<file path="src/hdl/bdg_pkg.sv">
`timescale 1ns / 1ps
package bdg_pkg;

  localparam int MAX_CELL_WIDTH = 255;
  localparam logic [20:0] BOX_BASE = 21'h02500;
  localparam int BOX_COUNT = 160;

  localparam logic [1:0] REG_WIDTH  = 2'd0;
  localparam logic [1:0] REG_HEIGHT = 2'd1;
  localparam logic [1:0] REG_DEPTH  = 2'd2;

  localparam logic [15:0] NOCTR  = 16'h0002;
  localparam logic [15:0] ROUND  = 16'h0004;
  localparam logic [15:0] BLOCK  = 16'h0008;
  localparam logic [15:0] A_U    = 16'h0010;
  localparam logic [15:0] A_D    = 16'h0020;
  localparam logic [15:0] A_L    = 16'h0040;
  localparam logic [15:0] A_R    = 16'h0080;
  localparam logic [15:0] B_U    = 16'h0100;
  localparam logic [15:0] B_D    = 16'h0200;
  localparam logic [15:0] B_L    = 16'h0400;
  localparam logic [15:0] B_R    = 16'h0800;
  localparam logic [15:0] Q_UL   = BLOCK | 16'h0010;
  localparam logic [15:0] Q_UR   = BLOCK | 16'h0020;
  localparam logic [15:0] Q_LL   = BLOCK | 16'h0040;
  localparam logic [15:0] Q_LR   = BLOCK | 16'h0080;
  localparam logic [15:0] VBAR   = BLOCK | 16'h0100;
  localparam logic [15:0] VBAR_R = BLOCK | 16'h0200;
  localparam logic [15:0] HBAR   = BLOCK | 16'h0400;
  localparam logic [15:0] HBAR_R = BLOCK | 16'h0800;
  localparam logic [15:0] DIAG_L = BLOCK | 16'h1000;
  localparam logic [15:0] DIAG_R = BLOCK | 16'h2000;
  localparam logic [15:0] DOT_A  = 16'h4000;
  localparam logic [15:0] DOT_B  = 16'h8000;

  localparam logic [15:0] SHAPE_ROM [BOX_COUNT] = '{
    A_L|A_R, A_L|B_L|A_R|B_R, A_U|A_D, A_U|B_U|A_D|B_D,
    A_L|A_R|DOT_A, A_L|B_L|A_R|B_R|DOT_A, A_U|A_D|DOT_A, A_U|B_U|A_D|B_D|DOT_A,
    A_L|A_R|DOT_B, A_L|B_L|A_R|B_R|DOT_B, A_U|A_D|DOT_B, A_U|B_U|A_D|B_D|DOT_B,
    A_D|A_R, A_D|A_R|B_R, A_D|B_D|A_R, A_D|B_D|A_R|B_R,
    A_D|A_L, A_D|A_L|B_L, A_D|B_D|A_L, A_D|B_D|A_L|B_L,
    A_U|A_R, A_U|A_R|B_R, A_U|B_U|A_R, A_U|B_U|A_R|B_R,
    A_U|A_L, A_U|A_L|B_L, A_U|B_U|A_L, A_U|B_U|A_L|B_L,
    A_U|A_D|A_R, A_U|A_D|A_R|B_R, A_U|B_U|A_D|A_R, A_U|A_D|B_D|A_R,
    A_U|B_U|A_D|B_D|A_R, A_U|B_U|A_D|A_R|B_R, A_U|A_D|B_D|A_R|B_R,
    A_U|B_U|A_D|B_D|A_R|B_R,
    A_U|A_D|A_L, A_U|A_D|A_L|B_L, A_U|B_U|A_D|A_L, A_U|A_D|B_D|A_L,
    A_U|B_U|A_D|B_D|A_L, A_U|B_U|A_D|A_L|B_L, A_U|A_D|B_D|A_L|B_L,
    A_U|B_U|A_D|B_D|A_L|B_L,
    A_L|A_D|A_R, A_L|B_L|A_D|A_R, A_L|A_D|A_R|B_R, A_L|B_L|A_D|A_R|B_R,
    A_L|A_D|B_D|A_R, A_L|B_L|A_D|B_D|A_R, A_L|A_D|B_D|A_R|B_R, A_L|B_L|A_D|B_D|A_R|B_R,
    A_L|A_U|A_R, A_L|B_L|A_U|A_R, A_L|A_U|A_R|B_R, A_L|B_L|A_U|A_R|B_R,
    A_L|A_U|B_U|A_R, A_L|B_L|A_U|B_U|A_R, A_L|A_U|B_U|A_R|B_R, A_L|B_L|A_U|B_U|A_R|B_R,
    A_L|A_R|A_U|A_D, A_L|B_L|A_R|A_U|A_D, A_L|A_R|B_R|A_U|A_D, A_L|B_L|A_R|B_R|A_U|A_D,
    A_L|A_R|A_U|B_U|A_D, A_L|A_R|A_U|A_D|B_D, A_L|A_R|A_U|B_U|A_D|B_D,
    A_L|B_L|A_R|A_U|B_U|A_D,
    A_L|A_R|B_R|A_U|B_U|A_D, A_L|B_L|A_R|A_U|A_D|B_D, A_L|A_R|B_R|A_U|A_D|B_D,
    A_L|B_L|A_R|B_R|A_U|B_U|A_D,
    A_L|B_L|A_R|B_R|A_U|A_D|B_D, A_L|B_L|A_R|A_U|B_U|A_D|B_D,
    A_L|A_R|B_R|A_U|B_U|A_D|B_D, A_L|B_L|A_R|B_R|A_U|B_U|A_D|B_D,
    A_L|A_R|NOCTR, A_L|B_L|A_R|B_R|NOCTR, A_U|A_D|NOCTR, A_U|B_U|A_D|B_D|NOCTR,
    B_L|B_R, B_U|B_D, A_D|B_R, B_D|A_R,
    B_D|B_R, A_D|B_L, B_D|A_L, B_D|B_L,
    A_U|B_R, B_U|A_R, B_U|B_R, A_U|B_L,
    B_U|A_L, B_U|B_L, A_U|A_D|B_R, B_U|B_D|A_R,
    B_U|B_D|B_R, A_U|A_D|B_L, B_U|B_D|A_L, B_U|B_D|B_L,
    B_L|B_R|A_D, A_L|A_R|B_D, B_L|B_R|B_D, B_L|B_R|A_U,
    A_L|A_R|B_U, B_L|B_R|B_U, A_U|A_D|B_R|B_L, B_U|B_D|A_R|A_L,
    B_U|B_D|B_R|B_L, A_R|A_D|ROUND|NOCTR, A_L|A_D|ROUND|NOCTR, A_U|A_L|ROUND|NOCTR,
    A_U|A_R|ROUND|NOCTR, DIAG_R, DIAG_L, DIAG_R|DIAG_L,
    A_L, A_U, A_R, A_D,
    B_L, A_R, B_U, B_D,
    A_L|B_R, A_U|B_D, B_L|A_R, B_U|A_D,
    Q_UL|Q_UR, HBAR, HBAR|16'd1, HBAR|16'd2,
    HBAR|16'd3, HBAR|16'd4, HBAR|16'd5, HBAR|16'd6,
    HBAR|16'd7, VBAR|16'd6, VBAR|16'd5, VBAR|16'd4,
    VBAR|16'd3, VBAR|16'd2, VBAR|16'd1, VBAR,
    Q_UR|Q_LR, BLOCK|DOT_A, BLOCK|DOT_B, DOT_A|HBAR|16'd7,
    HBAR_R, VBAR_R, Q_LL, Q_LR,
    Q_UL, Q_UL|Q_LR|Q_LL, Q_UL|Q_LR, Q_UL|Q_UR|Q_LL,
    Q_UL|Q_UR|Q_LR, Q_UR, Q_UR|Q_LL, Q_UR|Q_LL|Q_LR
  };

  typedef logic signed [11:0] crd_t;
  typedef logic signed [2:0] mul_t;

  typedef struct packed {
    logic        box;
    logic        inr;
    logic [15:0] d;
    logic [7:0]  px;
    logic [8:0]  py;
    logic [7:0]  w;
    logic [8:0]  h;
  } dec_t;

  typedef struct packed {
    logic        box;
    logic        inr;
    logic [15:0] d;
    logic [7:0]  px;
    logic [8:0]  py;
    logic [7:0]  w;
    logic [8:0]  h;
    logic [6:0]  cw;
    logic [7:0]  ch;
    logic [4:0]  lw;
    crd_t        x0;
    crd_t        y0;
    logic [4:0]  half;
    logic [10:0] wf;
    logic [10:0] wr;
    logic [11:0] hf;
    logic [11:0] hr;
    logic [16:0] wpy;
    logic [16:0] pxh;
    logic [16:0] kh;
    logic [9:0]  n;
    logic [19:0] prod;
  } geo_t;

  function automatic logic hit(input crd_t px, input crd_t py, input crd_t xs,
                               input crd_t ys, input crd_t xe, input crd_t ye);
    return (xs < xe) && (ys < ye) && (px >= xs) && (px < xe) && (py >= ys) && (py < ye);
  endfunction

  function automatic crd_t lwm(input logic [4:0] lw, input mul_t m);
    crd_t l;
    crd_t r;
    l = crd_t'({7'b0, lw});
    unique case (m)
      -3'sd1:  r = -l;
      3'sd1:   r = l;
      3'sd2:   r = l <<< 1;
      default: r = '0;
    endcase
    return r;
  endfunction

  function automatic mul_t bmax(input logic b, input logic c);
    return c ? 3'sd2 : (b ? 3'sd1 : 3'sd0);
  endfunction

endpackage

</file>
<file path="src/hdl/bdg_decode.sv">
`timescale 1ns / 1ps
module bdg_decode (
  input  logic              clk,
  input  logic              rst,
  input  logic              en,
  input  logic              in_valid,
  input  logic [20:0]       codepoint,
  input  logic [7:0]        pixel_x,
  input  logic [8:0]        pixel_y,
  input  logic [7:0]        cell_w,
  input  logic [8:0]        cell_h,
  output logic              a_valid,
  output bdg_pkg::dec_t     a
);

  logic [20:0]   ofs;
  bdg_pkg::dec_t a_next;

  always_comb begin
    ofs = codepoint - bdg_pkg::BOX_BASE;
    a_next.box = (codepoint >= bdg_pkg::BOX_BASE) &&
                 (codepoint < bdg_pkg::BOX_BASE + 21'(bdg_pkg::BOX_COUNT));
    a_next.d = a_next.box ? bdg_pkg::SHAPE_ROM[ofs[7:0]] : '0;
    a_next.inr = (pixel_x < cell_w) && (pixel_y < cell_h);
    a_next.px = pixel_x;
    a_next.py = pixel_y;
    a_next.w = cell_w;
    a_next.h = cell_h;
  end

  always_ff @(posedge clk) begin
    if (rst) begin
      a_valid <= 1'b0;
    end else if (en) begin
      a_valid <= in_valid;
    end
  end

  always_ff @(posedge clk) begin
    if (en) begin
      a <= a_next;
    end
  end

endmodule

</file>
<file path="src/hdl/bdg_geom.sv">
`timescale 1ns / 1ps
module bdg_geom (
  input  logic              clk,
  input  logic              rst,
  input  logic              en,
  input  logic              a_valid,
  input  bdg_pkg::dec_t     a,
  output logic              g_valid,
  output bdg_pkg::geo_t     g
);

  bdg_pkg::geo_t g_next;
  logic [2:0]    frac;
  logic [2:0]    frac7;
  logic [7:0]    k;
  logic [4:0]    lw;
  logic [4:0]    lw2;
  logic [8:0]    nsel;

  always_comb begin
    frac = a.d[2:0];
    frac7 = 3'd7 - frac;
    k = a.w - 8'd1 - a.px;
    lw = (a.w[7:3] == 5'd0) ? 5'd1 : a.w[7:3];
    lw2 = (lw[4:1] == 4'd0) ? 5'd1 : {1'b0, lw[4:1]};
    nsel = a.d[4] ? a.h : {1'b0, a.w};
    g_next.box = a.box;
    g_next.inr = a.inr;
    g_next.d = a.d;
    g_next.px = a.px;
    g_next.py = a.py;
    g_next.w = a.w;
    g_next.h = a.h;
    g_next.cw = a.w[7:1];
    g_next.ch = a.h[8:1];
    g_next.lw = lw;
    g_next.x0 = bdg_pkg::crd_t'({5'b0, a.w[7:1]}) - bdg_pkg::crd_t'({7'b0, lw})
              + bdg_pkg::crd_t'({7'b0, lw2});
    g_next.y0 = bdg_pkg::crd_t'({4'b0, a.h[8:1]}) - bdg_pkg::crd_t'({7'b0, lw})
              + bdg_pkg::crd_t'({7'b0, lw2});
    g_next.half = 5'((6'({1'b0, lw}) + 6'd1) >> 1);
    g_next.wf = 11'(a.w) * 11'(frac);
    g_next.wr = 11'(a.w) * 11'(frac7);
    g_next.hf = 12'(a.h) * 12'(frac);
    g_next.hr = 12'(a.h) * 12'(frac7);
    g_next.wpy = 17'(a.w) * 17'(a.py);
    g_next.pxh = 17'(a.px) * 17'(a.h);
    g_next.kh = 17'(k) * 17'(a.h);
    g_next.n = 10'(nsel) + 10'd1 + 10'(a.d[15]);
    g_next.prod = 20'(g_next.n) * 20'd683;
  end

  always_ff @(posedge clk) begin
    if (rst) begin
      g_valid <= 1'b0;
    end else if (en) begin
      g_valid <= a_valid;
    end
  end

  always_ff @(posedge clk) begin
    if (en) begin
      g <= g_next;
    end
  end

endmodule

</file>
<file path="src/hdl/bdg_raster.sv">
`timescale 1ns / 1ps
module bdg_raster (
  input  logic              clk,
  input  logic              rst,
  input  logic              en,
  input  logic              g_valid,
  input  bdg_pkg::geo_t     g,
  output logic              out_valid,
  output logic              is_box,
  output logic              lit
);

  typedef bdg_pkg::crd_t crd_t;
  typedef bdg_pkg::mul_t mul_t;

  crd_t px, py, w, h, cw, ch, x0, y0, lw, lw2x, half;
  crd_t s1, s2, s3;
  logic [7:0] sdiv;
  logic [7:0] step;
  logic [7:0] dx;
  logic nc, rc, tl, bl, ll, rl, td, bd, ld, rd, da, db, none_v, none_h;
  mul_t m1, m2, m3, m4, m5, m6;
  logic blk, blk_dot, line_on, line_off, diag_l, diag_r, pix;

  always_comb begin
    px = crd_t'({4'b0, g.px});
    py = crd_t'({3'b0, g.py});
    w = crd_t'({4'b0, g.w});
    h = crd_t'({3'b0, g.h});
    cw = crd_t'({5'b0, g.cw});
    ch = crd_t'({4'b0, g.ch});
    x0 = g.x0;
    y0 = g.y0;
    lw = crd_t'({7'b0, g.lw});
    lw2x = lw <<< 1;
    half = crd_t'({7'b0, g.half});
    nc = g.d[1];
    rc = g.d[2];
    tl = g.d[4];
    bl = g.d[5];
    ll = g.d[6];
    rl = g.d[7];
    td = g.d[8];
    bd = g.d[9];
    ld = g.d[10];
    rd = g.d[11];
    da = g.d[14];
    db = g.d[15];
    none_v = !(tl | td | bl | bd);
    none_h = !(ll | ld | rl | rd);

    diag_l = g.d[12] && (g.pxh <= g.wpy) && (18'(g.wpy) < 18'(g.pxh) + 18'(g.h));
    diag_r = g.d[13] && (g.kh <= g.wpy) && (18'(g.wpy) < 18'(g.kh) + 18'(g.h));
    blk = (g.d[4] && bdg_pkg::hit(px, py, '0, '0, cw, ch))
        || (g.d[5] && bdg_pkg::hit(px, py, cw, '0, w, ch))
        || (g.d[6] && bdg_pkg::hit(px, py, '0, ch, cw, h))
        || (g.d[7] && bdg_pkg::hit(px, py, cw, ch, w, h))
        || (g.d[10] && bdg_pkg::hit(px, py, '0, crd_t'({3'b0, g.hr[11:3]}), w, h))
        || (g.d[8] && bdg_pkg::hit(px, py, '0, '0, crd_t'({4'b0, g.wf[10:3]}), h))
        || (g.d[11] && bdg_pkg::hit(px, py, '0, '0, w, crd_t'({3'b0, g.hf[11:3]})))
        || (g.d[9] && bdg_pkg::hit(px, py, crd_t'({4'b0, g.wr[10:3]}), '0, w, h))
        || diag_l || diag_r;
    if (da) begin
      dx = g.px - {6'b0, g.py[1], 1'b0};
      blk_dot = !g.py[0] && (g.px >= {6'b0, g.py[1], 1'b0}) && (dx[1:0] == 2'd0);
    end else begin
      dx = g.px - {7'b0, g.py[0]};
      blk_dot = db && (g.px >= {7'b0, g.py[0]}) && !dx[0];
    end

    m1 = nc ? -3'sd1 : mul_t'({2'b0, !(td && bd && !tl)});
    m2 = nc ? -3'sd1 : mul_t'({2'b0, !(ld && rd && !ll)});
    m3 = nc ? -3'sd1 : ((!(td | tl) ? bdg_pkg::bmax(bl, bd) : 3'sd0)
                        + mul_t'({2'b0, none_v}));
    m4 = nc ? -3'sd1 : ((!(bd | bl) ? bdg_pkg::bmax(tl, td) : 3'sd0)
                        + mul_t'({2'b0, none_v}));
    m5 = nc ? -3'sd1 : ((!(ld | ll) ? bdg_pkg::bmax(rl, rd) : 3'sd0)
                        + mul_t'({2'b0, none_h}));
    m6 = nc ? -3'sd1 : ((!(rd | rl) ? bdg_pkg::bmax(ll, ld) : 3'sd0)
                        + mul_t'({2'b0, none_h}));

    line_on = (rc && bdg_pkg::hit(px, py,
                 x0 + bdg_pkg::lwm(g.lw, rl ? 3'sd1 : -3'sd1),
                 y0 + bdg_pkg::lwm(g.lw, bl ? 3'sd1 : -3'sd1),
                 x0 + bdg_pkg::lwm(g.lw, rl ? 3'sd2 : 3'sd0),
                 y0 + bdg_pkg::lwm(g.lw, bl ? 3'sd2 : 3'sd0)))
      || (ll && bdg_pkg::hit(px, py, '0, y0, x0 + bdg_pkg::lwm(g.lw, m1), y0 + lw))
      || (rl && bdg_pkg::hit(px, py, x0 + bdg_pkg::lwm(g.lw, 3'sd1 - m1), y0, w, y0 + lw))
      || (tl && bdg_pkg::hit(px, py, x0, '0, x0 + lw, y0 + bdg_pkg::lwm(g.lw, m2)))
      || (bl && bdg_pkg::hit(px, py, x0, y0 + bdg_pkg::lwm(g.lw, 3'sd1 - m2), x0 + lw, h))
      || (ld && bdg_pkg::hit(px, py, '0, y0 - lw, x0 + bdg_pkg::lwm(g.lw, m3), y0))
      || (rd && bdg_pkg::hit(px, py, x0 + bdg_pkg::lwm(g.lw, 3'sd1 - m3), y0 - lw, w, y0))
      || (ld && bdg_pkg::hit(px, py, '0, y0 + lw, x0 + bdg_pkg::lwm(g.lw, m4), y0 + lw2x))
      || (rd && bdg_pkg::hit(px, py, x0 + bdg_pkg::lwm(g.lw, 3'sd1 - m4), y0 + lw, w,
                             y0 + lw2x))
      || (td && bdg_pkg::hit(px, py, x0 - lw, '0, x0, y0 + bdg_pkg::lwm(g.lw, m5)))
      || (bd && bdg_pkg::hit(px, py, x0 - lw, y0 + bdg_pkg::lwm(g.lw, 3'sd1 - m5), x0, h))
      || (td && bdg_pkg::hit(px, py, x0 + lw, '0, x0 + lw2x, y0 + bdg_pkg::lwm(g.lw, m6)))
      || (bd && bdg_pkg::hit(px, py, x0 + lw, y0 + bdg_pkg::lwm(g.lw, 3'sd1 - m6),
                             x0 + lw2x, h));

    sdiv = db ? g.n[9:2] : g.prod[18:11];
    step = (sdiv == 8'd0) ? 8'd1 : sdiv;
    s1 = crd_t'({4'b0, step});
    s2 = s1 <<< 1;
    s3 = s1 + s2;
    if (tl) begin
      line_off = (da | db) && (bdg_pkg::hit(px, py, x0 - lw, s1 - half, x0 + lw2x, s1 + half)
               || bdg_pkg::hit(px, py, x0 - lw, s2 - half, x0 + lw2x, s2 + half)
               || (db && bdg_pkg::hit(px, py, x0 - lw, s3 - half, x0 + lw2x, s3 + half)));
    end else begin
      line_off = (da | db) && (bdg_pkg::hit(px, py, s1 - half, y0 - lw, s1 + half, y0 + lw2x)
               || bdg_pkg::hit(px, py, s2 - half, y0 - lw, s2 + half, y0 + lw2x)
               || (db && bdg_pkg::hit(px, py, s3 - half, y0 - lw, s3 + half, y0 + lw2x)));
    end

    if (g.d[3]) begin
      pix = blk_dot ? !g.d[10] : blk;
    end else begin
      pix = line_on && !line_off;
    end
  end

  always_ff @(posedge clk) begin
    if (rst) begin
      out_valid <= 1'b0;
    end else if (en) begin
      out_valid <= g_valid;
    end
  end

  always_ff @(posedge clk) begin
    if (en) begin
      is_box <= g.box;
      lit <= g.box && g.inr && pix;
    end
  end

endmodule

</file>
<file path="src/hdl/box_drawing_glyph_pixel_top.sv">
`timescale 1ns / 1ps
// Box-drawing and block-element pixel generator (U+2500..U+259F). Each request
// carries a codepoint and one pixel coordinate; the result tells whether the
// codepoint is in range and whether that pixel is lit in a cell of cell_width
// columns by cell_height + cell_depth rows. A request is taken every cycle
// while results are taken; it passes the ROM lookup, geometry and multiplies,
// and rectangle tests into the output register. A held result stalls
// the whole pipeline and the input. Write the cell size registers only while idle.
module box_drawing_glyph_pixel_top (
  input  logic        clk,
  input  logic        rst,
  input  logic        in_valid,
  output logic        in_ready,
  input  logic [20:0] codepoint,
  input  logic [7:0]  pixel_x,
  input  logic [8:0]  pixel_y,
  output logic        out_valid,
  input  logic        out_ready,
  output logic        is_box,
  output logic        lit,
  input  logic        cfg_write,
  input  logic [1:0]  cfg_index,
  input  logic [7:0]  cfg_data
);

  logic [7:0]    cell_width;
  logic [7:0]    cell_height;
  logic [7:0]    cell_depth;
  logic [7:0]    cell_w;
  logic [8:0]    cell_h;
  logic          en;
  logic          a_valid;
  logic          g_valid;
  bdg_pkg::dec_t a;
  bdg_pkg::geo_t g;

  always_ff @(posedge clk) begin
    if (rst) begin
      cell_width <= 8'd8;
      cell_height <= 8'd12;
      cell_depth <= 8'd4;
    end else if (cfg_write) begin
      unique case (cfg_index)
        bdg_pkg::REG_WIDTH:  cell_width <= cfg_data;
        bdg_pkg::REG_HEIGHT: cell_height <= cfg_data;
        bdg_pkg::REG_DEPTH:  cell_depth <= cfg_data;
        default: ;
      endcase
    end
  end

  always_comb begin
    cell_w = (10'(cell_width) > 10'(bdg_pkg::MAX_CELL_WIDTH))
           ? 8'(bdg_pkg::MAX_CELL_WIDTH) : cell_width;
    cell_h = 9'(cell_height) + 9'(cell_depth);
    en = !out_valid || out_ready;
    in_ready = en;
  end

  bdg_decode u_decode (
    .clk       (clk),
    .rst       (rst),
    .en        (en),
    .in_valid  (in_valid),
    .codepoint (codepoint),
    .pixel_x   (pixel_x),
    .pixel_y   (pixel_y),
    .cell_w    (cell_w),
    .cell_h    (cell_h),
    .a_valid   (a_valid),
    .a         (a)
  );

  bdg_geom u_geom (
    .clk     (clk),
    .rst     (rst),
    .en      (en),
    .a_valid (a_valid),
    .a       (a),
    .g_valid (g_valid),
    .g       (g)
  );

  bdg_raster u_raster (
    .clk       (clk),
    .rst       (rst),
    .en        (en),
    .g_valid   (g_valid),
    .g         (g),
    .out_valid (out_valid),
    .is_box    (is_box),
    .lit       (lit)
  );

endmodule
</file>
<file path="config.mk">
export PLATFORM = sky130hd
export DESIGN_NAME = box_drawing_glyph_pixel_top
export DESIGN_NICKNAME = d
export VERILOG_FILES = /design/src/hdl/bdg_pkg.sv /design/src/hdl/bdg_decode.sv /design/src/hdl/bdg_geom.sv /design/src/hdl/bdg_raster.sv /design/src/hdl/box_drawing_glyph_pixel_top.sv
export SDC_FILE = /design/constraint.sdc
export NUM_CORES = 2
export LEC_CHECK = 0
export ABC_AREA = 1
export BUFFER_PORTS_ARGS = -buffer_cell sky130_fd_sc_hd__buf_2
export CORE_ASPECT_RATIO = 1.25
export CORE_UTILIZATION = 62
export CTS_CLUSTER_SIZE = 20
export DETAILED_ROUTE_END_ITERATION = 10
export GPL_TIMING_DRIVEN = 0
export PLACE_DENSITY = 0.78
export RECOVER_POWER = 25
export SETUP_SLACK_MARGIN = 0.15
export SLEW_MARGIN = 20
export SYNTH_ARGS = -nofsm -noshare
export SYNTH_HDL_FRONTEND = slang
export SYNTH_SLANG_ARGS = --single-unit
</file>
<file path="constraint.sdc">
create_clock -name clk -period 15.15 [get_ports clk]
set_clock_uncertainty 0.2 [all_clocks]
set_input_delay 3.03 -clock clk [delete_from_list [all_inputs] [get_ports clk]]
set_output_delay 3.03 -clock clk [all_outputs]
set_load 0.02 [all_outputs]
</file>
## Word level (Yosys, flattened, before mapping)

Memories as Yosys holds them, arrays and structs flattened. A register that Yosys moved wholly into a read port is not among the register bits.
Index checks and enable logic that the tools add are counted.

| operators by class | value |
|---|---|
| $add $sub $neg | 56 |
| multipliers | 8 |
| $lt $le $gt $ge | 95 |
| equality and inequality tests | 50 |
| muxes and demuxes | 47 |
| bitwise logic cells | 10 |
| reductions and logical operators | 207 |

Operators with widths:

| operator | count |
|---|---|
| $pmux 12 s3 | 16 |
| $add 12x12->12 | 16 |
| $logic_and 1x1->1 | 161 |
| $lt 12x12->1 | 11 |
| $lt 10x12->1 | 10 |
| $ge 10x12->1 | 8 |
| $ge 9x12->1 | 8 |
| $lt 9x12->1 | 8 |
| $lt 1x12->1 const A | 6 |
| $add 12x6->12 | 5 |
| $mul 8x9->17 | 3 |
| $eq 3x2->1 const B | 16 |
| $mux 3 | 16 |
| $eq 3x1->1 const B | 15 |
| $eq 3x3->1 const B | 15 |
| $add 17x9->18 | 2 |
| $lt 12x10->1 | 3 |
| $lt 12x9->1 | 3 |
| $lt 17x18->1 | 2 |
| $lt 9x9->1 | 4 |
| $sub 12x6->12 | 3 |
| $le 17x17->1 | 2 |
| $lt 8x8->1 | 4 |
| $logic_or 1x1->1 | 26 |
| 60 further kinds | 110 |

| word-level totals | value |
|---|---|
| flip-flop bits (word level) | 292 |
| bits in read-only memories | 4096 |
| memories kept | 1 |

Memories:

| name | depth | bits a word | rd ports | clocked after memory_dff | write ports | RTL line | source |
|---|---|---|---|---|---|---|---|
| (name not given) | 256 | 16 | 1 | 1 | 0 | bdg_decode.sv:23 | `a_next.d = a_next.box ? bdg_pkg::SHAPE_ROM[ofs[7:0]] : '0;` |

## Logic depth before layout (Yosys ltp)

| depth | value |
|---|---|
| depth after elaboration | 29 |
| mapped depth | 38 |
| gate-level depth less buffers | 38 |

## Modules after synthesis

Synthesis repeated with hierarchy kept, for this count alone.

| second synthesis, totals | value |
|---|---|
| cells, all modules | 7536 |
| area, all modules | 54317.1 um^2 |

By module, submodules not included:

| module | instances | cells an instance | area an instance (um^2) | seq. area each (um^2) |
|---|---|---|---|---|
| bdg_raster | 1 | 4706 | 29368.2 | 80.1 |
| bdg_geom | 1 | 2202 | 20029.2 | 6236.0 |
| bdg_decode | 1 | 459 | 3726.1 | 1581.5 |
| box_drawing_glyph_pixel_top | 1 | 169 | 1193.6 | 480.5 |

## Worst setup path before layout

No wires, ideal clock.

| timing | value |
|---|---|
| kind | input port to output port |
| start point | input out_ready |
| end point | output in_ready |
| arrival | 7858 ps |
| data required time | 11920 ps |
| path slack | 4062 ps |
| stages | 2 |
| cells stage by stage | nor2_1 -> inv_1 |

| on the way | value |
|---|---|
| longest elaborated chain between the ends | 1 |

RTL lines:

| element | RTL line | source |
|---|---|---|
| from (decl) | box_drawing_glyph_pixel_top.sv:18 | `input logic out_ready,` |
| $logic_or 1x1->1 | box_drawing_glyph_pixel_top.sv:56 | `en = !out_valid \|\| out_ready;` |
| to (decl) | box_drawing_glyph_pixel_top.sv:13 | `output logic in_ready,` |

Every way passes these cells.

## Worst setup path after layout

| timing | value |
|---|---|
| start point | register u_geom.g[157] (netlist name) |
| end point | register u_raster.lit (data pin) |

| on the way | value |
|---|---|
| longest elaborated chain between the ends | 25 |
| elaborated cells between the ends (all ways) | 212 |
| classes of those cells | add/sub: 23; order compare: 46; mux: 18; reduce/logical: 125 |

RTL lines:

| element | RTL line | source |
|---|---|---|
| $neg 5->12 | bdg_pkg.sv:132 | `-3'sd1: r = -l;` |
| $pmux 12 s3 | bdg_pkg.sv:131 | `unique case (m)` |
| $add 12x12->12 (on tied branches) | -- |  |
| $lt 12x12->1 | bdg_pkg.sv:124 | `return (xs < xe) && (ys < ye) && (px >= xs) && (px < xe) && (py >= ys) && (py < ye);` |
| $logic_and 1x1->1 (5 in a row) | bdg_pkg.sv:124 |  |
| $logic_and 1x1->1 | bdg_raster.sv:82 | `line_on = (rc && bdg_pkg::hit(px, py,` |
| $logic_or 1x1->1 | bdg_raster.sv:87 | `\|\| (ll && bdg_pkg::hit(px, py, '0, y0, x0 + bdg_pkg::lwm(g.lw, m1), y0 + lw))` |
| $logic_or 1x1->1 | bdg_raster.sv:88 | `\|\| (rl && bdg_pkg::hit(px, py, x0 + bdg_pkg::lwm(g.lw, 3'sd1 - m1), y0, w, y0 + lw))` |
| [5 not listed] | -- |  |
| $logic_or 1x1->1 | bdg_raster.sv:94 | `\|\| (rd && bdg_pkg::hit(px, py, x0 + bdg_pkg::lwm(g.lw, 3'sd1 - m4), y0 + lw, w,` |
| $logic_or 1x1->1 | bdg_raster.sv:96 | `\|\| (td && bdg_pkg::hit(px, py, x0 - lw, '0, x0, y0 + bdg_pkg::lwm(g.lw, m5)))` |
| $logic_or 1x1->1 | bdg_raster.sv:97 | `\|\| (bd && bdg_pkg::hit(px, py, x0 - lw, y0 + bdg_pkg::lwm(g.lw, 3'sd1 - m5), x0, h))` |
| $logic_or 1x1->1 | bdg_raster.sv:98 | `\|\| (td && bdg_pkg::hit(px, py, x0 + lw, '0, x0 + lw2x, y0 + bdg_pkg::lwm(g.lw, m6)))` |
| $logic_or 1x1->1 | bdg_raster.sv:99 | `\|\| (bd && bdg_pkg::hit(px, py, x0 + lw, y0 + bdg_pkg::lwm(g.lw, 3'sd1 - m6),` |
| $logic_and 1x1->1 (*) | bdg_raster.sv:120 | `pix = line_on && !line_off;` |
| $mux 1 (*) | bdg_raster.sv:117 | `if (g.d[3]) begin` |
| $logic_and 1x1->1 (*) | bdg_raster.sv:135 | `lit <= g.box && g.inr && pix;` |
| to (signal assigned) | bdg_raster.sv:135 |  |
| to (decl) | bdg_raster.sv:10 | `output logic lit` |

Every way passes the cells marked *; elsewhere a longest branch is shown, timed or not.
A chain may end at the register's enable or synchronous reset.

==> summary.txt <==
CTS
  • TritonCTS Buffers: 27
  • Hold buffers post-CTS: 0
  • Maximum count of clock buffers along a single path: 3
  • Gates resized, CTS repair: 0
  • Post-CTS clock slew at the launch and capture registers of the worst setup and hold paths: 0.07 ns
  • CTS H-tree depth: 1
  • Clock insertion delay at the later pin of the skew report: 0.60 ns
  • Cell at the root of the clock tree: sky130_fd_sc_hd__clkbuf_16
  • CTS tree: done
  • Setup bufs post-CTS: 0
  • CTS Sinks: 267

Routing
  • Remaining design rule violation count: 0
  • Average routed wire per standard cell: 19.8 um
  • Number of optimization iterations in the first detailed-route pass: 6
  • Total detailed-routing wirelength: 165000 um
  • Initial DRC count: 3721
  • Via-per-instance ratio: 5.86
  • ANT nets after route: 0
  • Vias after detailed routing: 48700

Floorplanning
  • Floorplan Core Area: 81800 um2
  • Row count: 117
  • Area of the die: 84300 um2
  • Height of the die: 324 um
  • Die span in x: 260 um
  • Io pins: 57
  • Initial standard-cell utilization of the core: 63.0%

Synthesis
  • Dominant synthesized flop cell: sky130_fd_sc_hd__edfxtp_1
  • Warnings, synthesis: 0
  • Synth Instances: 7096
  • Average instance area after synthesis: 7.27 um2
  • Number of synthesized flops with an enable pin: 240
  • Seq/Total Area, Yosys: 15.0%
  • Seq cells post-synth: 267
  • Cell area after synthesis: 51600 um2
  • Net count after synthesis: 8470
  • Count of different cell masters after synthesis: 73
  • Fraction of registers with async set or reset after synthesis: 0%

STA
  • Final setup TNS: 0 ns
  • Post-layout min period: 7.98 ns
  • Worst Tran Pin Value: 1.20 ns
  • Fraction of the cycle the final worst path needs: 52.7%
  • Setup violators final: 0
  • Unrepaired setup endpoints after global routing: false
  • Hold WS: 0.221 ns
  • Final Slew Violations: 0
  • Fmax: 125 MHz
  • Hold Violations, Final: 0
  • Normalized max-slew margin: 19.7%
  • Worst Setup Slack, final: 7.17 ns

Critical path
  • Arrival @ worst endpoint: 8.22 ns
  • Biggest cell delay along the critical path: 0.90 ns
  • Worst-path maximum fanout: 15
  • Critical Path Sink Type: register
  • Critical path's most frequent cell: sky130_fd_sc_hd__nand2_1
  • Required time of the worst setup path: 15.38 ns
  • Count of buffering cells on the critical path with inverters included: 4
  • Type of the setup path with the least slack: reg -> reg
  • Startpoint type of the worst setup path: register
  • Slowest-stage cell, CP: sky130_fd_sc_hd__clkbuf_1
  • Largest delay share family, worst path: compound AO/OA/AOI/OAI gates

Cells and area
  • Commonest non-fill, non-tap cell in the layout: sky130_fd_sc_hd__nand2_1
  • Area grow syn2layout: 6.28%
  • Fraction of layout cells with a size suffix above 1: 3.43%
  • Post-layout net count: 8588
  • Summed area of non-filler cells in the final layout: 54800 um2
  • Most frequent cells in the layout: sky130_fd_sc_hd__nand2_1, sky130_fd_sc_hd__inv_1, sky130_fd_sc_hd__ha_1

Pwr
  • Clk network pwr share: 6.8%
  • Total power consumption of the routed design: 10.1 mW
  • Total power per unit cell area: 184 nW/um2
  • Pint: 4.42 mW
  • Leakage power summed over all cells: 30.4 nW
  • Comb pwr share: 79.8%
  • Worst vdd rail ir drop: 0.119 mV
  • Switching Share: 56.1%
  • Sequential power share: 13.4%
  • Power dissipated by switching net loads: 5.64 mW

Placed design
  • Worst slack after detailed placement: 7.50 ns
  • Port Buffer Count: 53
  • Placed wire-length estimate after detailed placement: 135000 um
  • Instance area at placement: 54000 um2
  • Routability congestion estimate: 1.04

Flow run
  • Max-cap check violation count: 0

Global route
  • Pin count of the biggest net entering global routing: 102
  • Number of antenna violations at the first check in global routing: 6
  • All-layer global routing usage: 38.8%
  • Wire length of the first global-routing pass: 254000 um
  • Vias in the first global route: 47700
  • Global route overflow: 0

Worst hold path
  • Class of the worst hold path: reg -> reg

Run status
  • Status: completed
-- worst reg2reg max path, delay by kind of cell (launching register included) --
kind	cells	cell delay (ns)
flops	1	0.87
fa+ha+maj	4	1.34
xor+xnor	1	0.27
buf+inv	4	1.86
compound gates	6	1.88
simple gates	15	1.39
-- power by group through the flow --
stage | Combinational [mW] | Sequential, mW | Clock, mW
after global placement | 7.48 | 1.40 | 0
after floorplan | 5.95 | 1.19 | 0
after detailed placement | 7.89 | 1.34 | 0
after global routing | 9.19 | 1.35 | 0.711
after CTS | 7.95 | 1.33 | 0.692
final | 8.02 | 1.35 | 0.685
-- flip-flops by register name, summed over array words and instances (netlist names) --
signal / cells
u_decode.a: 52
u_raster.out_valid: 1
cell_height: 8
u_raster.lit: 1
u_geom.g_valid: 1
cell_w: 8
u_decode.a_valid: 1
u_raster.is_box: 1
u_geom.g: 186
cell_depth: 8
-- routing by layer --
layer  up-vias  GRT usage (%)  wire (um)
met1     22400           44.4      61100
met4        10           28.6      14800
met5         -              0         86
li1      23600              -          -
met3       667           5.48      12900
met2      1987           65.3      75900
-- stage by stage --
step	util (%)	std cells
after global routing	67.0	8306
after global placement	65.0	8220
after CTS	67.0	8306
after detailed placement	66.0	8256
after floorplan	-	7096
final	67.0	8307
-- area by class of cell --
type,count,area [um2]
clock buffers,27,676
plain buffers,115,493
well taps,1071,1340
fillers,7191,27000
clock inverters,23,194
inverters,1306,4910
flip-flops and latches,267,7750
repair buffers,89,1040
multi-input cells,5408,38400
diodes,1,2.50
-- cell usage after synthesis (15+ instances only) --
cell type	n	area share, %
sky130_fd_sc_hd__a211oi_1	30	0.44
sky130_fd_sc_hd__nand2_1	1608	12
sky130_fd_sc_hd__clkbuf_1	79	0.57
sky130_fd_sc_hd__xor2_1	247	4.2
sky130_fd_sc_hd__nor3_1	83	0.81
sky130_fd_sc_hd__o221ai_1	27	0.46
sky130_fd_sc_hd__inv_2	15	0.11
sky130_fd_sc_hd__a21o_1	21	0.31
sky130_fd_sc_hd__a31oi_1	20	0.24
sky130_fd_sc_hd__o21a_1	20	0.29
sky130_fd_sc_hd__nand4_1	109	1.3
sky130_fd_sc_hd__xnor2_1	67	1.1
sky130_fd_sc_hd__o21bai_1	29	0.42
sky130_fd_sc_hd__ha_1	1106	27
sky130_fd_sc_hd__buf_2	18	0.17
sky130_fd_sc_hd__nand3b_1	18	0.26
sky130_fd_sc_hd__o211ai_1	29	0.42
sky130_fd_sc_hd__nor2_1	460	3.3
sky130_fd_sc_hd__a21oi_1	495	4.8
sky130_fd_sc_hd__o21ai_0	259	2.5
sky130_fd_sc_hd__edfxtp_1	240	14
sky130_fd_sc_hd__inv_1	1280	9.3
sky130_fd_sc_hd__dfxtp_1	27	1.0
sky130_fd_sc_hd__fa_1	215	8.3
sky130_fd_sc_hd__or2_2	15	0.18
sky130_fd_sc_hd__nand3_1	364	3.5
-- cell families after synthesis --
logic type | after synthesis | share of synthesized area [%]
AOI/OAI and AO/OA | 1026 | 11.4
xor gates and xnor gates | 315 | 5.39
buffers and inverters | 1421 | 10.5
DFF | 267 | 15.0
and+or+nand+nor | 2746 | 22.5
adders and majority gates | 1321 | 35.2
-- final timing paths --
path / from / cells past startpoint / end / slack [ns]
setup reg to reg: u_geom.g[157] / 30 / u_raster.lit / 7.17
hold / removal: u_decode.a[46] / 0 / u_geom.g[222] / 0.22
hold reg to reg: u_decode.a[46] / 0 / u_geom.g[222] / 0.22
setup / recovery: u_geom.g[157] / 30 / u_raster.lit / 7.17
Power figures use the tool's default switching activity.
